File: src/sv/tsg_pkg.sv
// Shared types and constants for the tilt scroll gesture controller.
// No dependencies; imported by every module of the block.
package tsg_pkg;

   // Register indexes on the configuration port
   localparam logic [2:0] CSR_ENABLE       = 3'd0;
   localparam logic [2:0] CSR_SELECT_THR   = 3'd1;
   localparam logic [2:0] CSR_SLOW_THR     = 3'd2;
   localparam logic [2:0] CSR_FAST_THR     = 3'd3;
   localparam logic [2:0] CSR_XFAST_THR    = 3'd4;
   localparam logic [2:0] CSR_HOLDOFF      = 3'd5;
   localparam logic [2:0] CSR_XFAST_DELAY  = 3'd6;

   // Scroll speed modes
   localparam logic [1:0] MODE_IDLE  = 2'd0;
   localparam logic [1:0] MODE_SLOW  = 2'd1;
   localparam logic [1:0] MODE_FAST  = 2'd2;
   localparam logic [1:0] MODE_XFAST = 2'd3;

   // Step codes
   localparam logic [1:0] STEP_NONE = 2'd0;
   localparam logic [1:0] STEP_DOWN = 2'd1;
   localparam logic [1:0] STEP_UP   = 2'd2;

   typedef struct packed {
      logic        enable;
      logic [12:0] select_threshold;
      logic [12:0] slow_threshold;
      logic [12:0] fast_threshold;
      logic [12:0] extra_fast_threshold;
      logic [15:0] select_holdoff_ms;
      logic [15:0] extra_fast_delay_ms;
   } tsg_cfg_type;

   typedef struct packed {
      logic signed [12:0] tilt_x;
      logic signed [12:0] tilt_y;
      logic               during_vibration;
      logic [31:0]        stamp_ms;
   } tsg_item_type;

   typedef struct packed {
      logic       sample_used;
      logic [1:0] speed_mode;
      logic       select_fire;
      logic [1:0] step;
   } tsg_result_type;

endpackage

File: src/sv/tsg_csr.sv
// Configuration register file of the tilt scroll gesture controller.
// Depends on tsg_pkg for register indexes and the config struct.
module tsg_csr (
   input  logic               clock,
   input  logic               reset,
   input  logic               csr_valid,
   input  logic [2:0]         csr_index,
   input  logic [15:0]        csr_data,
   output tsg_pkg::tsg_cfg_type cfg
);
   import tsg_pkg::*;

   tsg_cfg_type cfg_ff;
   tsg_cfg_type cfg_in;

   always_comb begin
      cfg_in = cfg_ff;
      if (csr_valid) begin
         case (csr_index)
            CSR_ENABLE:      cfg_in.enable               = csr_data[0];
            CSR_SELECT_THR:  cfg_in.select_threshold     = csr_data[12:0];
            CSR_SLOW_THR:    cfg_in.slow_threshold       = csr_data[12:0];
            CSR_FAST_THR:    cfg_in.fast_threshold       = csr_data[12:0];
            CSR_XFAST_THR:   cfg_in.extra_fast_threshold = csr_data[12:0];
            CSR_HOLDOFF:     cfg_in.select_holdoff_ms    = csr_data;
            CSR_XFAST_DELAY: cfg_in.extra_fast_delay_ms  = csr_data;
            default:         cfg_in = cfg_ff;
         endcase
      end
   end

   always_ff @(posedge clock) begin
      if (reset) begin
         cfg_ff.enable               <= 1'b0;
         cfg_ff.select_threshold     <= 13'd600;
         cfg_ff.slow_threshold       <= 13'd150;
         cfg_ff.fast_threshold       <= 13'd300;
         cfg_ff.extra_fast_threshold <= 13'd500;
         cfg_ff.select_holdoff_ms    <= 16'd1000;
         cfg_ff.extra_fast_delay_ms  <= 16'd1000;
      end else begin
         cfg_ff <= cfg_in;
      end
   end

   assign cfg = cfg_ff;

endmodule

File: src/sv/tsg_engine.sv
// Gesture decision logic and gesture state (baseline, mode, tick counter, timers).
// Depends on tsg_pkg; state advances only when the top level moves an item through.
module tsg_engine #(
   parameter int unsigned SLOW_PERIOD       = 20,
   parameter int unsigned FAST_PERIOD       = 10,
   parameter int unsigned EXTRA_FAST_PERIOD = 4
) (
   input  logic                     clock,
   input  logic                     reset,
   input  logic                     advance,
   input  tsg_pkg::tsg_item_type    item,
   input  tsg_pkg::tsg_cfg_type     cfg,
   output tsg_pkg::tsg_result_type  result
);
   import tsg_pkg::*;

   logic               base_valid_ff, base_valid_in;
   logic signed [12:0] base_x_ff, base_x_in;
   logic signed [12:0] base_y_ff, base_y_in;
   logic [1:0]         mode_ff, mode_in;
   logic [7:0]         tick_ff, tick_in;
   logic [31:0]        fast_start_ff, fast_start_in;
   logic [31:0]        last_sel_ff, last_sel_in;

   logic signed [13:0] dx, dy;
   logic [13:0]        mag_x, mag_y;
   logic signed [14:0] dy_w, fth_w, sth_w;
   logic               sel_hit, fast_pos, slow_pos, fast_neg, slow_neg;
   logic               holdoff_done, in_fast, xfast_ok;
   logic [31:0]        start_f, since_sel, since_fast;
   logic [1:0]         fast_mode;
   logic [7:0]         period, tick_inc;
   logic               tick_hit;
   logic               scroll;
   logic [1:0]         scroll_mode;

   always_comb begin
      dx    = 14'(item.tilt_x) - 14'(base_x_ff);
      dy    = 14'(item.tilt_y) - 14'(base_y_ff);
      mag_x = dx[13] ? 14'(-dx) : 14'(dx);
      mag_y = dy[13] ? 14'(-dy) : 14'(dy);
      dy_w  = 15'(dy);
      fth_w = $signed({2'b00, cfg.fast_threshold});
      sth_w = $signed({2'b00, cfg.slow_threshold});

      sel_hit  = mag_x > {1'b0, cfg.select_threshold};
      fast_pos = dy_w > fth_w;
      slow_pos = dy_w > sth_w;
      fast_neg = dy_w < -fth_w;
      slow_neg = dy_w < -sth_w;

      since_sel    = item.stamp_ms - last_sel_ff;
      holdoff_done = since_sel > {16'd0, cfg.select_holdoff_ms};

      // fast region: keep start time if already fast, else start now
      in_fast    = (mode_ff == MODE_FAST) || (mode_ff == MODE_XFAST);
      start_f    = in_fast ? fast_start_ff : item.stamp_ms;
      since_fast = item.stamp_ms - start_f;
      xfast_ok   = (mag_y > {1'b0, cfg.extra_fast_threshold}) &&
                   (since_fast >= {16'd0, cfg.extra_fast_delay_ms});
      fast_mode  = xfast_ok ? MODE_XFAST : (in_fast ? mode_ff : MODE_FAST);

      scroll      = fast_pos || slow_pos || fast_neg || slow_neg;
      scroll_mode = (fast_pos || (!slow_pos && fast_neg)) ? fast_mode : MODE_SLOW;

      // period follows the mode after this sample's update
      case (scroll_mode)
         MODE_SLOW: period = 8'(SLOW_PERIOD);
         MODE_FAST: period = 8'(FAST_PERIOD);
         default:   period = 8'(EXTRA_FAST_PERIOD);
      endcase
      tick_inc = tick_ff + 8'd1;
      tick_hit = tick_inc >= period;

      base_valid_in = base_valid_ff;
      base_x_in     = base_x_ff;
      base_y_in     = base_y_ff;
      mode_in       = mode_ff;
      tick_in       = tick_ff;
      fast_start_in = fast_start_ff;
      last_sel_in   = last_sel_ff;
      result.step        = STEP_NONE;
      result.select_fire = 1'b0;
      result.sample_used = 1'b0;

      if (cfg.enable && !item.during_vibration) begin
         if (!base_valid_ff) begin
            base_valid_in = 1'b1;
            base_x_in     = item.tilt_x;
            base_y_in     = item.tilt_y;
         end else begin
            result.sample_used = 1'b1;
            if (sel_hit) begin
               if (holdoff_done) begin
                  result.select_fire = 1'b1;
                  last_sel_in        = item.stamp_ms;
               end
            end else if (scroll) begin
               mode_in       = scroll_mode;
               fast_start_in = (scroll_mode == MODE_SLOW) ? 32'd0 : start_f;
               tick_in       = tick_hit ? tick_inc - period : tick_inc;
               if (tick_hit) begin
                  result.step = (fast_pos || slow_pos) ? STEP_DOWN : STEP_UP;
               end
            end else begin
               mode_in       = MODE_IDLE;
               tick_in       = 8'd0;
               fast_start_in = 32'd0;
            end
         end
      end
      result.speed_mode = mode_in;
   end

   always_ff @(posedge clock) begin
      if (reset) begin
         base_valid_ff <= 1'b0;
         mode_ff       <= MODE_IDLE;
         tick_ff       <= 8'd0;
         fast_start_ff <= 32'd0;
         last_sel_ff   <= 32'd0;
      end else if (advance) begin
         base_valid_ff <= base_valid_in;
         mode_ff       <= mode_in;
         tick_ff       <= tick_in;
         fast_start_ff <= fast_start_in;
         last_sel_ff   <= last_sel_in;
      end
   end

   // Baseline is only read once base_valid_ff is set
   always_ff @(posedge clock) begin
      if (advance) begin
         base_x_ff <= base_x_in;
         base_y_ff <= base_y_in;
      end
   end

endmodule

File: src/sv/tilt_scroll_gesture_controller.sv
// Top level of the tilt scroll gesture controller: stream ports, input and
// result registers. Depends on tsg_pkg, tsg_csr and tsg_engine.
//
// Usage:
//   req_*  : one accelerometer sample per transfer. tdata holds tilt_x,
//            tilt_y and stamp_ms; tuser carries the vibration flag.
//   rsp_*  : exactly one result per sample, in order: step, select_fire,
//            speed_mode, sample_used.
//   csr_*  : register writes (index, data); always ready. Write only while
//            no sample is in flight.
// Path: a sample accepted into the input register is handled by the engine and
//   presented on rsp_* once it moves into the result register.
// Throughput: one sample per cycle while rsp_tready is high. The gesture state
//   lives in the engine and is updated in the same cycle a sample moves from the
//   input register into the result register, so the next sample always sees it.
// Stall: when rsp_tready is low a full result register holds; the input register
//   still takes one more sample if empty, then req_tready drops until the result moves.
// Reset: synchronous, active high. Registers return to their defaults, the
//   baseline is forgotten, mode goes idle, counters and timestamps clear.
module tilt_scroll_gesture_controller #(
   parameter int unsigned SLOW_PERIOD       = 20,
   parameter int unsigned FAST_PERIOD       = 10,
   parameter int unsigned EXTRA_FAST_PERIOD = 4
) (
   input  logic        clock,
   input  logic        reset,
   // sample input
   input  logic        req_tvalid,
   output logic        req_tready,
   input  logic [63:0] req_tdata,  // [12:0] tilt_x, [25:13] tilt_y, [57:26] stamp_ms, rest 0
   input  logic        req_tuser,  // [0] during_vibration
   // result output
   output logic        rsp_tvalid,
   input  logic        rsp_tready,
   output logic [7:0]  rsp_tdata,  // [1:0] step, [2] select_fire, [4:3] speed_mode,
                                   // [5] sample_used, rest 0
   // configuration writes
   input  logic        csr_valid,
   output logic        csr_ready,
   input  logic [2:0]  csr_index,
   input  logic [15:0] csr_data
);
   import tsg_pkg::*;

   tsg_cfg_type    cfg;
   tsg_item_type   item_ff;
   logic           item_valid_ff;
   tsg_result_type result;
   tsg_result_type rsp_ff;
   logic           rsp_valid_ff;
   logic           out_free;
   logic           advance;

   assign csr_ready = 1'b1;

   tsg_csr u_csr (
      .clock     (clock),
      .reset     (reset),
      .csr_valid (csr_valid),
      .csr_index (csr_index),
      .csr_data  (csr_data),
      .cfg       (cfg)
   );

   // result register is free when empty or being drained this cycle
   assign out_free   = !rsp_valid_ff || rsp_tready;
   assign advance    = item_valid_ff && out_free;
   assign req_tready = !item_valid_ff || out_free;

   always_ff @(posedge clock) begin
      if (reset) begin
         item_valid_ff <= 1'b0;
      end else if (req_tready) begin
         item_valid_ff <= req_tvalid;
      end
   end

   always_ff @(posedge clock) begin
      if (req_tready && req_tvalid) begin
         item_ff.tilt_x           <= $signed(req_tdata[12:0]);
         item_ff.tilt_y           <= $signed(req_tdata[25:13]);
         item_ff.stamp_ms         <= req_tdata[57:26];
         item_ff.during_vibration <= req_tuser;
      end
   end

   tsg_engine #(
      .SLOW_PERIOD       (SLOW_PERIOD),
      .FAST_PERIOD       (FAST_PERIOD),
      .EXTRA_FAST_PERIOD (EXTRA_FAST_PERIOD)
   ) u_engine (
      .clock   (clock),
      .reset   (reset),
      .advance (advance),
      .item    (item_ff),
      .cfg     (cfg),
      .result  (result)
   );

   always_ff @(posedge clock) begin
      if (reset) begin
         rsp_valid_ff <= 1'b0;
      end else if (out_free) begin
         rsp_valid_ff <= item_valid_ff;
      end
   end

   always_ff @(posedge clock) begin
      if (advance) begin
         rsp_ff <= result;
      end
   end

   assign rsp_tvalid = rsp_valid_ff;
   assign rsp_tdata  = {2'b00, rsp_ff};

`ifndef ASSERT_OFF
   // a select and a scroll step never come out of the same sample
   a_fire_no_step: assert property (@(posedge clock) disable iff (reset)
      rsp_valid_ff && rsp_ff.select_fire |-> rsp_ff.step == STEP_NONE)
      else $error("select and step in one result");

   // any action implies the sample was used
   a_action_used: assert property (@(posedge clock) disable iff (reset)
      rsp_valid_ff && (rsp_ff.select_fire || rsp_ff.step != STEP_NONE)
      |-> rsp_ff.sample_used)
      else $error("action from an unused sample");

   // a scroll step leaves the block in a scrolling mode
   a_step_mode: assert property (@(posedge clock) disable iff (reset)
      rsp_valid_ff && rsp_ff.step != STEP_NONE |-> rsp_ff.speed_mode != MODE_IDLE)
      else $error("step reported with idle mode");

   // a held input item stays held until the result register frees up
   a_item_held: assert property (@(posedge clock) disable iff (reset)
      item_valid_ff && !out_free |=> item_valid_ff && $stable(item_ff))
      else $error("input item lost during stall");
`endif

endmodule
File: config.mk
export PLATFORM = sky130hd
export DESIGN_NAME = tilt_scroll_gesture_controller
export DESIGN_NICKNAME = d
export VERILOG_FILES = /design/src/sv/tsg_pkg.sv /design/src/sv/tsg_csr.sv /design/src/sv/tsg_engine.sv /design/src/sv/tilt_scroll_gesture_controller.sv
export SDC_FILE = /design/constraint.sdc
export NUM_CORES = 1
export LEC_CHECK = 0
export BUFFER_PORTS_ARGS = -buffer_cell sky130_fd_sc_hd__buf_2
export CAP_MARGIN = 10
export CORE_MARGIN = 5
export CORE_UTILIZATION = 58
export CTS_BUF_LIST = sky130_fd_sc_hd__clkbuf_4
export DETAILED_ROUTE_END_ITERATION = 7
export PLACE_DENSITY = 0.79
export RECOVER_POWER = 100
export SYNTH_ARGS = -nofsm -noshare
export SYNTH_HDL_FRONTEND = slang
export SYNTH_HIERARCHICAL = 1
export SYNTH_SLANG_ARGS = --single-unit
export TNS_END_PERCENT = 100
File: constraint.sdc
create_clock -name clock -period 6 [get_ports clock]
set_input_delay 0.9 -clock clock [delete_from_list [all_inputs] [get_ports clock]]
set_output_delay 0.9 -clock clock [all_outputs]
set_load 0.03 [all_outputs]
# [Word-level counts from Yosys, hierarchy flattened]
# Index checks and enable logic that the tools add are counted.
# Widths: inputs -> output; s select.
[totals] wordCells=106 n_memories=0 input_bits=89 latch_bits=0 ram_bits=0 output_inout_bits=11 mem_bits_ro=0 regBits=253
[classes] n_addsub=10 n_reduce_logical=30 n_div=0 muxes=18 order_cmp=9 multipliers=0 bitwise_logic=5 shift=0 eq_ne=10
[op_table] operator="$mux 32" n=3
[op_table] operator="$sub 32x32->32" n=2
[op_table] operator="$ge 32x16->1" n=1
[op_table] operator="$gt 32x16->1" n=1
[op_table] operator="$lt 14x15->1" n=2
[op_table] operator="$neg 13->15" n=2
[op_table] operator="$gt 14x13->1" n=2
[op_table] operator="$gt 14x14->1" n=2
[op_table] operator="$mux 14" n=2
[op_table] operator="$neg 14->14" n=2
[op_table] operator="$sub 13x13->14" n=2
[op_table] operator="$mux 2" n=8
[op_table] operator="$mux 8" n=2
[op_table] operator="$reduce_and 2->1" n=8
[op_table] operator="$pmux 5 s2" n=1
[op_table] operator="$eq 3x3->1 const B" n=3
[op_table] operator="$add 8x1->8 const B" n=1
[op_table] operator="$ge 8x5->1" n=1
[op_table] operator="$sub 8x5->8" n=1
[op_table] operator="$logic_or 1x1->1" n=7
[op_table] operator="$eq 2x2->1 const B" n=3
[op_table] operator="$eq 3x2->1 const B" n=2
[op_table] operator="$reduce_and 3->1" n=2
[op_table] operator="$logic_and 1x1->1" n=5
[op_table] operator="other kinds (9)" n=17

# [Depth between registers and ports, before layout]
# Gate-level depths: netlist of run 1.
[logic_depth] depth_word=13 ltp_mapped=36 ltp_nobuf=35

# [By module]
# The synthesis of run 1 kept the hierarchy.
[by_module_without_submodules] module="tsg_engine" seq_area_each_um2=2282.2 n_inst=1 cells_each=1740 area_each_um2=13307.8
[by_module_without_submodules] module="tsg_csr" seq_area_each_um2=1701.6 n_inst=1 cells_each=316 area_each_um2=3453.3
[by_module_without_submodules] module="tilt_scroll_gesture_controller" seq_area_each_um2=1991.9 n_inst=1 cells_each=80 area_each_um2=2085.8

# [Worst setup path before layout of run 1]
# No wires, ideal clock.
[synth_path] kind="register to register" startpoint="register u_engine.mode_ff[1]" endpoint="register u_engine.tick_ff[4]" period_less_slack_ns=6.223 setup_ns=0.128 t_required_ns=5.872 stages_incl_launch_ff=34 arrival_ns=6.095 path_buffers=2 path_slack_ns=-0.223 path_cell_list="dfxtp_1 -> clkbuf_1 -> nand2_1 -> o21ai_0 -> ha_1 -> inv_1 -> fa_1 -> a211oi_1 -> o21bai_1 -> a21oi_1 -> nor2b_1 -> a21oi_1 -> o21ai_0 -> xor2_1 -> ha_1 -> and4_1 -> a2111oi_0 -> o311a_1 -> o2111ai_1 -> nor4_1 -> o2111a_1 -> nand4_1 -> a221o_1 -> inv_1 -> ha_1 -> nor2b_1 -> o21ai_0 -> nand2b_1 -> o21ai_0 -> nand3_1 -> clkbuf_1 -> mux2_2 -> a22oi_1 -> nor2_1"
[synth_via] elab_chain_len=13 word_cells_on_any_way=17 cone_classes="add/sub (2); order compare (2); eq/ne (4); mux (7); reduce/logical (2)"
[synth_lines] element="start, declared" line_no="tsg_engine.sv:20" rtl="logic [1:0] mode_ff, mode_in;"
[synth_lines] element="start signal, assigned" line_no="tsg_engine.sv:124" rtl="mode_ff <= mode_in;"
[synth_lines] element="$eq 2x2->1" line_no="tsg_engine.sv:56" rtl="in_fast = (mode_ff == MODE_FAST) || (mode_ff == MODE_XFAST);"
[synth_lines] element="$logic_or 1x1->1" line_no="tsg_engine.sv:56"
[synth_lines] element="$mux 32" line_no="tsg_engine.sv:57" rtl="start_f = in_fast ? fast_start_ff : item.stamp_ms;"
[synth_lines] element="$sub 32x32->32" line_no="tsg_engine.sv:58" rtl="since_fast = item.stamp_ms - start_f;"
[synth_lines] element="$ge 32x16->1" line_no="tsg_engine.sv:60" rtl="(since_fast >= {16'd0, cfg.extra_fast_delay_ms});"
[synth_lines] element="$logic_and 1x1->1" line_no="tsg_engine.sv:59" rtl="xfast_ok = (mag_y > {1'b0, cfg.extra_fast_threshold}) &&"
[synth_lines] element="$mux 2 (*)" line_no="tsg_engine.sv:61" rtl="fast_mode = xfast_ok ? MODE_XFAST : (in_fast ? mode_ff : MODE_FAST);"
[synth_lines] element="$mux 2 (*)" line_no="tsg_engine.sv:64" rtl="scroll_mode = (fast_pos || (!slow_pos && fast_neg)) ? fast_mode : MODE_SLOW;"
[synth_lines] element="$eq 2x2->1 or $eq 2x1->1 (tied branches)" line_no="tsg_engine.sv:67" rtl="case (scroll_mode)"
[synth_lines] element="$pmux 5 s2 (*)" line_no="tsg_engine.sv:67"
[synth_lines] element="$sub 8x5->8 or $ge 8x5->1 (tied branches)" line_no="tsg_engine.sv:101, tsg_engine.sv:73"
[synth_lines] element="$mux 8 (*)" line_no="tsg_engine.sv:101" rtl="tick_in = tick_hit ? tick_inc - period : tick_inc;"
[synth_lines] element="$mux 8 (*)" line_no="tsg_engine.sv:98" rtl="end else if (scroll) begin"
[synth_lines] element="end signal, assigned" line_no="tsg_engine.sv:125" rtl="tick_ff <= tick_in;"
[synth_lines] element="end, declared" line_no="tsg_engine.sv:21" rtl="logic [7:0] tick_ff, tick_in;"
# Mark *: on every way between the ends. The rest lies on a longest branch, timed or not.
# A chain may end at the register's enable or synchronous reset.

# [Worst setup path after layout of run 1]
[layout_path] startpoint="register u_engine.mode_ff[1]" endpoint="register u_engine.tick_ff[6]"
# Same word-level chain as after synthesis.

==> impl_metrics.tcl, run 1 <==
set metrics [dict create \
    synthAdderAreaFrac_pct 14.2 \
    hold_viol_final 0 \
    nets 2660 \
    synthMuxAreaShare_pct 8.36 \
    dieWidth_um 190 \
    multi_input_area_um2 12200 \
    area_growth_pct 16.7 \
    rsz0062_at_grt "true" \
    setup_viol_count_final 7 \
    end_kind "flip-flop" \
    cp.required_ns 6.63 \
    dp_worst_setup_slack_ns -0.508 \
    grt_pass1_vias 16082 \
    synth_seq_cells 253 \
    syn_area_um2 18800 \
    dp_hpwl_um 35300 \
    synth_warnings 6 \
    timing.fmax_ghz 0.164 \
    path_class "flip-flop to flip-flop" \
    max_slew_margin_pct 29.4 \
    ys_seq_area_share_pct 31.7 \
    cts_buffer_depth 3 \
    grt-ovfl-total 0 \
    antenna_found_initial 2 \
    ctsHoldBuffers 0 \
    track_usage_pct 25.9 \
    post_dp_cell_area_um2 20300 \
    first_pass_iters 6 \
    ant_nets 0 \
    tightest_slew_ns 1.05 \
    fin_area_um2 22000 \
    cts_tree "built" \
    violations "negative setup slack" \
    grt_pass1_wl_um 77300 \
    ios 100 \
    peakVddDrop_v 0.000164 \
    crit_path_start_kind "flip-flop" \
    critPathMaxStageDelay_ns 0.45 \
    ys_types 89 \
    die_area_um2 36200 \
    synth_edf_count 91 \
    synthTopCellsByArea "dfxtp_1 17%, edfxtp_1 14%, ha_1 14%" \
    fillers 2521 \
    cts.sinks 253 \
    finalMaxSlewViolations 0 \
    design.core.area_um2 32300 \
    die_h_um 190 \
    drive_gt1_share_pct 17.7 \
    initialDrtViolationCount 992 \
    ys.flop_type "dfxtp_1" \
    setup_tns_ns -0.332 \
    power.density_nw_per_um2 218 \
    detail_route.wl_per_cell_um 17.1 \
    syn_inst 2136 \
    synth-simple-area-share_pct 18.9 \
    hold_path_class "primary input to flip-flop" \
    drv_cap 0 \
    clock_skew_ns 0.0639 \
    seqCellArea_um2 5980 \
    synthXorXnorAreaFrac_pct 5.02 \
    port_buffers 90 \
    synth_top_area_share_pct 17.2 \
    slowest_stage "a221o_1" \
    status "finished with violations" \
    synth_compound_area_share_pct 15.5 \
    htreeDepth 3 \
    rows 66 \
    viasPerCell 5.79 \
    yosys.area.top_type "dfxtp_1" \
    arrival_ns 6.72 \
    routabilityCongestion 0.929 \
    cp_common_cell "o21ai_2" \
    cts_root_buffer "clkbuf_4" \
    layout_min_cycle_time_ns 6.09 \
    wirelength_um 49000 \
    synth_area_per_cell_um2 8.82 \
    clk_pin_slew_ns 0.07 \
    initial_core_util_pct 58.4 \
    grt_start_max_net_pins 81 \
    total_power_w 0.00479 \
    fin_crit_sh_pct 102 \
    drc_errors 0 \
    crit_path_max_fanout 7 \
    p_leak_nw 9.55 \
    synth_top_family_by_area "simple AND/OR/NAND/NOR gates" \
    numCtsBuffers 71 \
    setup_ws_ns -0.0910 \
    synthArstFlopShare_pct 0 \
    clk_latency_ns 0.75 \
    vias 16545 \
]
power breakdown:
part | switching, W | internal, W
registers | 0.0000397 | 0.00182
clock network | 0.000763 | 0.000890
logic | 0.000699 | 0.000578
through the flow:
step | utilization [%] | hold slack, ns | std cells
global route | 68.1 | 0.267 | 2859
detailed placement | 62.9 | 0.442 | 2707
global placement | 62.9 | 0.435 | 2707
finish | 68.1 | 0.332 | 2859
floorplan | - | 0.426 | 2137
CTS | 67.0 | 0.257 | 2851
state kept, by name, indices dropped and copies added, names as in the netlist:
name,cells
u_engine/mode_ff,2
rsp_tvalid,1
item_valid_ff,1
u_engine/base_valid_ff,1
u_engine/fast_start_ff,32
u_engine/base_x_ff,13
u_engine/last_sel_ff,32
u_engine/base_y_ff,13
rsp_tdata,6
u_csr/cfg,85
u_engine/tick_ff,8
item_ff,59
cells by family (layout without fill, tap and decap cells):
kind of cell	count (synthesis)	in the layout
buffers and inverters	272	550
multiplexers	157	157
XOR/XNOR	108	108
AO/OA/AOI/OAI	450	450
flip-flops	253	253
other	2	5
adder cells (fa/ha/maj)	211	211
AND/OR/NAND/NOR	683	683
layout make-up:
class / instances / share of cell area (%)
inverter: 190 / 3.24
timing repair buffer: 232 / 7.38
antenna: 2 / 0.0228
multi-input combinational: 1612 / 55.4
clock inverter: 30 / 0.933
clock buffer: 98 / 3.35
tap: 442 / 2.51
sequential: 253 / 27.2
placed cells by master (no fill, tap or decap), types with 53 or more instances in the layout:
| cell type | n |
|---|---|
| buf_4 | 129 |
| nand2_1 | 142 |
| xnor2_1 | 61 |
| clkbuf_4 | 98 |
| inv_1 | 186 |
| a21oi_1 | 119 |
| dfxtp_1 | 161 |
| edfxtp_1 | 91 |
| mux2i_1 | 146 |
| ha_1 | 195 |
| nor2_1 | 153 |
| nand2b_1 | 149 |
| o21ai_0 | 53 |
| buf_2 | 86 |
worst paths after layout:
path / from / to / slack [ns] / cells after the start
max: u_engine/mode_ff[1] / u_engine/tick_ff[6] / -0.09 / 30
min reg2reg: u_engine/fast_start_ff[16] / u_engine/fast_start_ff[16] / 0.45 / 2
max reg2reg: u_engine/mode_ff[1] / u_engine/tick_ff[6] / -0.09 / 30
min: req_tdata[50] / item_ff[24] / 0.33 / 1
routing by layer:
layer  GRT usage, %  up-vias  part of all wire (%)
met4           9.56        0                   3.4
met1           33.7     7815                    44
met5              0        -                     0
met2           43.7      517                    47
li1               -     8090                     -
met3           4.25      123                   6.0
what timing repair did:
item,CTS,global route
setup buffers,17,7
resized for setup,60,53
cloned,1,0
endpoints found under the setup margin,9,45
pin swaps,32,49
cells in the mapped netlist, types with 18 or more instances:
cell and number:
o21ai_0 64, o21ai_1 44, nand2b_1 149, nor4_1 22
xnor2_1 63, nand3_1 33, a21o_1 43, clkbuf_1 44
nor3_1 33, ha_1 206, xor2_1 45, buf_2 18
nand4_1 32, o21a_1 22, mux2i_1 154, inv_1 190
a21oi_1 125, dfxtp_1 162, a31oi_1 26, nor2_1 156
nand2_1 144, edfxtp_1 91, nor2b_1 26
critical path: cells and delay by family (launching register included):
family	cells	cell delay (ns)
compound gates	12	2.47
mux	1	0.28
fa+ha+maj	3	0.78
xor+xnor	1	0.15
buf+inv	5	0.71
flops	1	0.37
simple gates	8	1.20
Note: power is estimated with default switching activity, not from simulation.
==> inputs of run 2 (changes only) <==
--- a/config.mk
+++ b/config.mk
@@ -8,10 +8,9 @@
 export BUFFER_PORTS_ARGS = -buffer_cell sky130_fd_sc_hd__buf_2
 export CAP_MARGIN = 10
 export CORE_MARGIN = 5
-export CORE_UTILIZATION = 58
-export CTS_BUF_LIST = sky130_fd_sc_hd__clkbuf_4
+export CORE_UTILIZATION = 36
 export DETAILED_ROUTE_END_ITERATION = 7
-export PLACE_DENSITY = 0.79
+export MAX_ROUTING_LAYER = met4
 export RECOVER_POWER = 100
 export SYNTH_ARGS = -nofsm -noshare
 export SYNTH_HDL_FRONTEND = slang
==> impl_metrics.tcl, run 2 (synthesized netlist as in run 1, its figures left out) <==
set metrics [dict create \
    status "finished with violations" \
    violations "negative setup slack" \
    p_seq_share_pct 36.1 \
    largest_register_ffs 85 \
    reg2reg_depth 36 \
    detail_route.wl_per_cell_um 16.5 \
    dp_worst_setup_slack_ns -0.627 \
    max_slew_margin_pct 23.3 \
    port_buffers 90 \
    numCtsBuffers 31 \
    drive_gt1_share_pct 15.7 \
    hold_viol_final 0 \
    cp.required_ns 6.45 \
    rsz0062_at_grt "true" \
    die_h_um 239 \
    dp_hpwl_um 38100 \
    min_path_cells 0 \
    finalMaxSlewViolations 0 \
    power.density_nw_per_um2 231 \
    clk_pin_slew_ns 0.06 \
    crit_path_max_fanout 4 \
    slowest_stage "fa_2" \
    grtUsageMet1_pct 22.7 \
    htreeDepth 1 \
    layout_min_cycle_time_ns 6.30 \
    drc_errors 0 \
    layoutNonFillerInstCount 3035 \
    p_int_w 0.00362 \
    grt_pass1_vias 15592 \
    postLayoutCoreUtil_pct 43.2 \
    area_growth_pct 18.2 \
    critPathMaxStageDelay_ns 0.39 \
    fillers 5028 \
    met3_usage_pct 2.37 \
    crit_path_start_kind "flip-flop" \
    rows 83 \
    power.switching_w 0.00153 \
    gr-max-usage-layer "met2" \
    grt-ovfl-total 0 \
    drv_cap 0 \
    final_common_cell "ha_1" \
    p_comb_share_pct 24.2 \
    switching_share_pct 29.7 \
    timing.fmax_ghz 0.159 \
    vias 15697 \
    antenna_found_initial 1 \
    initial_core_util_pct 36.5 \
    ant_nets 0 \
    post-place-cells 2958 \
    cts_buffer_depth 3 \
    ios 100 \
    grt_pass1_wl_um 80000 \
    arrival_ns 6.75 \
    initialDrtViolationCount 771 \
    fin_hold_ws_ns 0.434 \
    design.core.area_um2 51600 \
    first_pass_iters 5 \
    dieWidth_um 239 \
    cts.sinks 253 \
    fin_crit_sh_pct 105 \
    power.share.clock_pct 39.6 \
    p_leak_nw 9.57 \
    routabilityCongestion 0.942 \
    setup_viol_count_final 9 \
    cts_root_buffer "clkbuf_16" \
    end_kind "flip-flop" \
    peakVddDrop_v 0.000214 \
    die_area_um2 57000 \
    wirelength_um 50000 \
    hold_path_class "flip-flop to flip-flop" \
    clk_latency_ns 0.61 \
    viasPerCell 5.17 \
    setup_ws_ns -0.302 \
    path_class "flip-flop to flip-flop" \
    cp_common_cell "buf_4" \
    cts_tree "built" \
    grt_util_met2_pct 28.4 \
    grt_start_max_net_pins 85 \
    setup_tns_ns -2.32 \
    tightest_slew_ns 1.14 \
    layout_common_cells "200 x ha_1, 187 x inv_1, 161 x dfxtp_1" \
    clock_skew_ns 0.0377 \
    reg2reg_slack_ns -0.30 \
    track_usage_pct 17.5 \
    nets 2629 \
]
run 2: path summary, 6_finish.rpt:
| kind | start | to |
|---|---|---|
| worst max-delay path | item_ff[0] | u_engine/tick_ff[4] |
| worst min-delay path | item_ff[43] | u_engine/base_y_ff[10] |
| worst max register to register | item_ff[0] | u_engine/tick_ff[4] |
| worst min register to register | item_ff[43] | u_engine/base_y_ff[10] |
run 2: timing repair:
item                       in CTS  in global routing
gates cloned                    0                  0
hold buffers                    0                  0
setup endpoints to repair       9                 57
pin swaps                      24                 38
resized for setup              32                 47
setup buffers                  12                  8
run 2: critical path: cells and delay by family, from the launching register on:
kind / cells / cell delay [ns]
simple gates: 9 / 0.93
mux: 1 / 0.27
compound gates: 13 / 2.59
flops: 1 / 0.34
fa+ha+maj: 4 / 0.94
xor+xnor: 2 / 0.24
buf+inv: 7 / 0.82
run 2: area by class of cell:
type / instances / area [um^2] / share of cell area (%)
inverters: 190 / 713 / 3.20
clock buffers: 41 / 930 / 4.17
flip-flops and latches: 253 / 5980 / 26.8
clock inverters: 17 / 205 / 0.921
diodes: 1 / 2.50 / 0.0112
well taps: 680 / 851 / 3.82
multi-input cells: 1612 / 12000 / 53.8
repair buffers: 241 / 1620 / 7.26
run 2: layer usage:
metal	part of all wire, %	routed length, um	up-vias
met2	46	23000	242
met1	47	23600	7381
met5	0	0	-
met3	3.8	1920	89
li1	-	-	7985
met4	3.0	1500	0
run 2: power groups by stage:
stage | logic, W | registers (W) | clock network, W
after global routing | 0.00139 | 0.00186 | 0.00217
final | 0.00125 | 0.00186 | 0.00204
after global placement | 0.00114 | 0.00189 | 0
after detailed placement | 0.00117 | 0.00189 | 0
after floorplan | 0.000784 | 0.00188 | 0
after CTS | 0.00120 | 0.00186 | 0.00210
run 2: per-stage QoR:
step | cell area, um^2 | total power (W)
finish | 22300 | 0.00514
global route | 22300 | 0.00542
CTS | 22000 | 0.00516
detailed placement | 20700 | 0.00306
global placement | 20700 | 0.00303
floorplan | 18900 | 0.00267
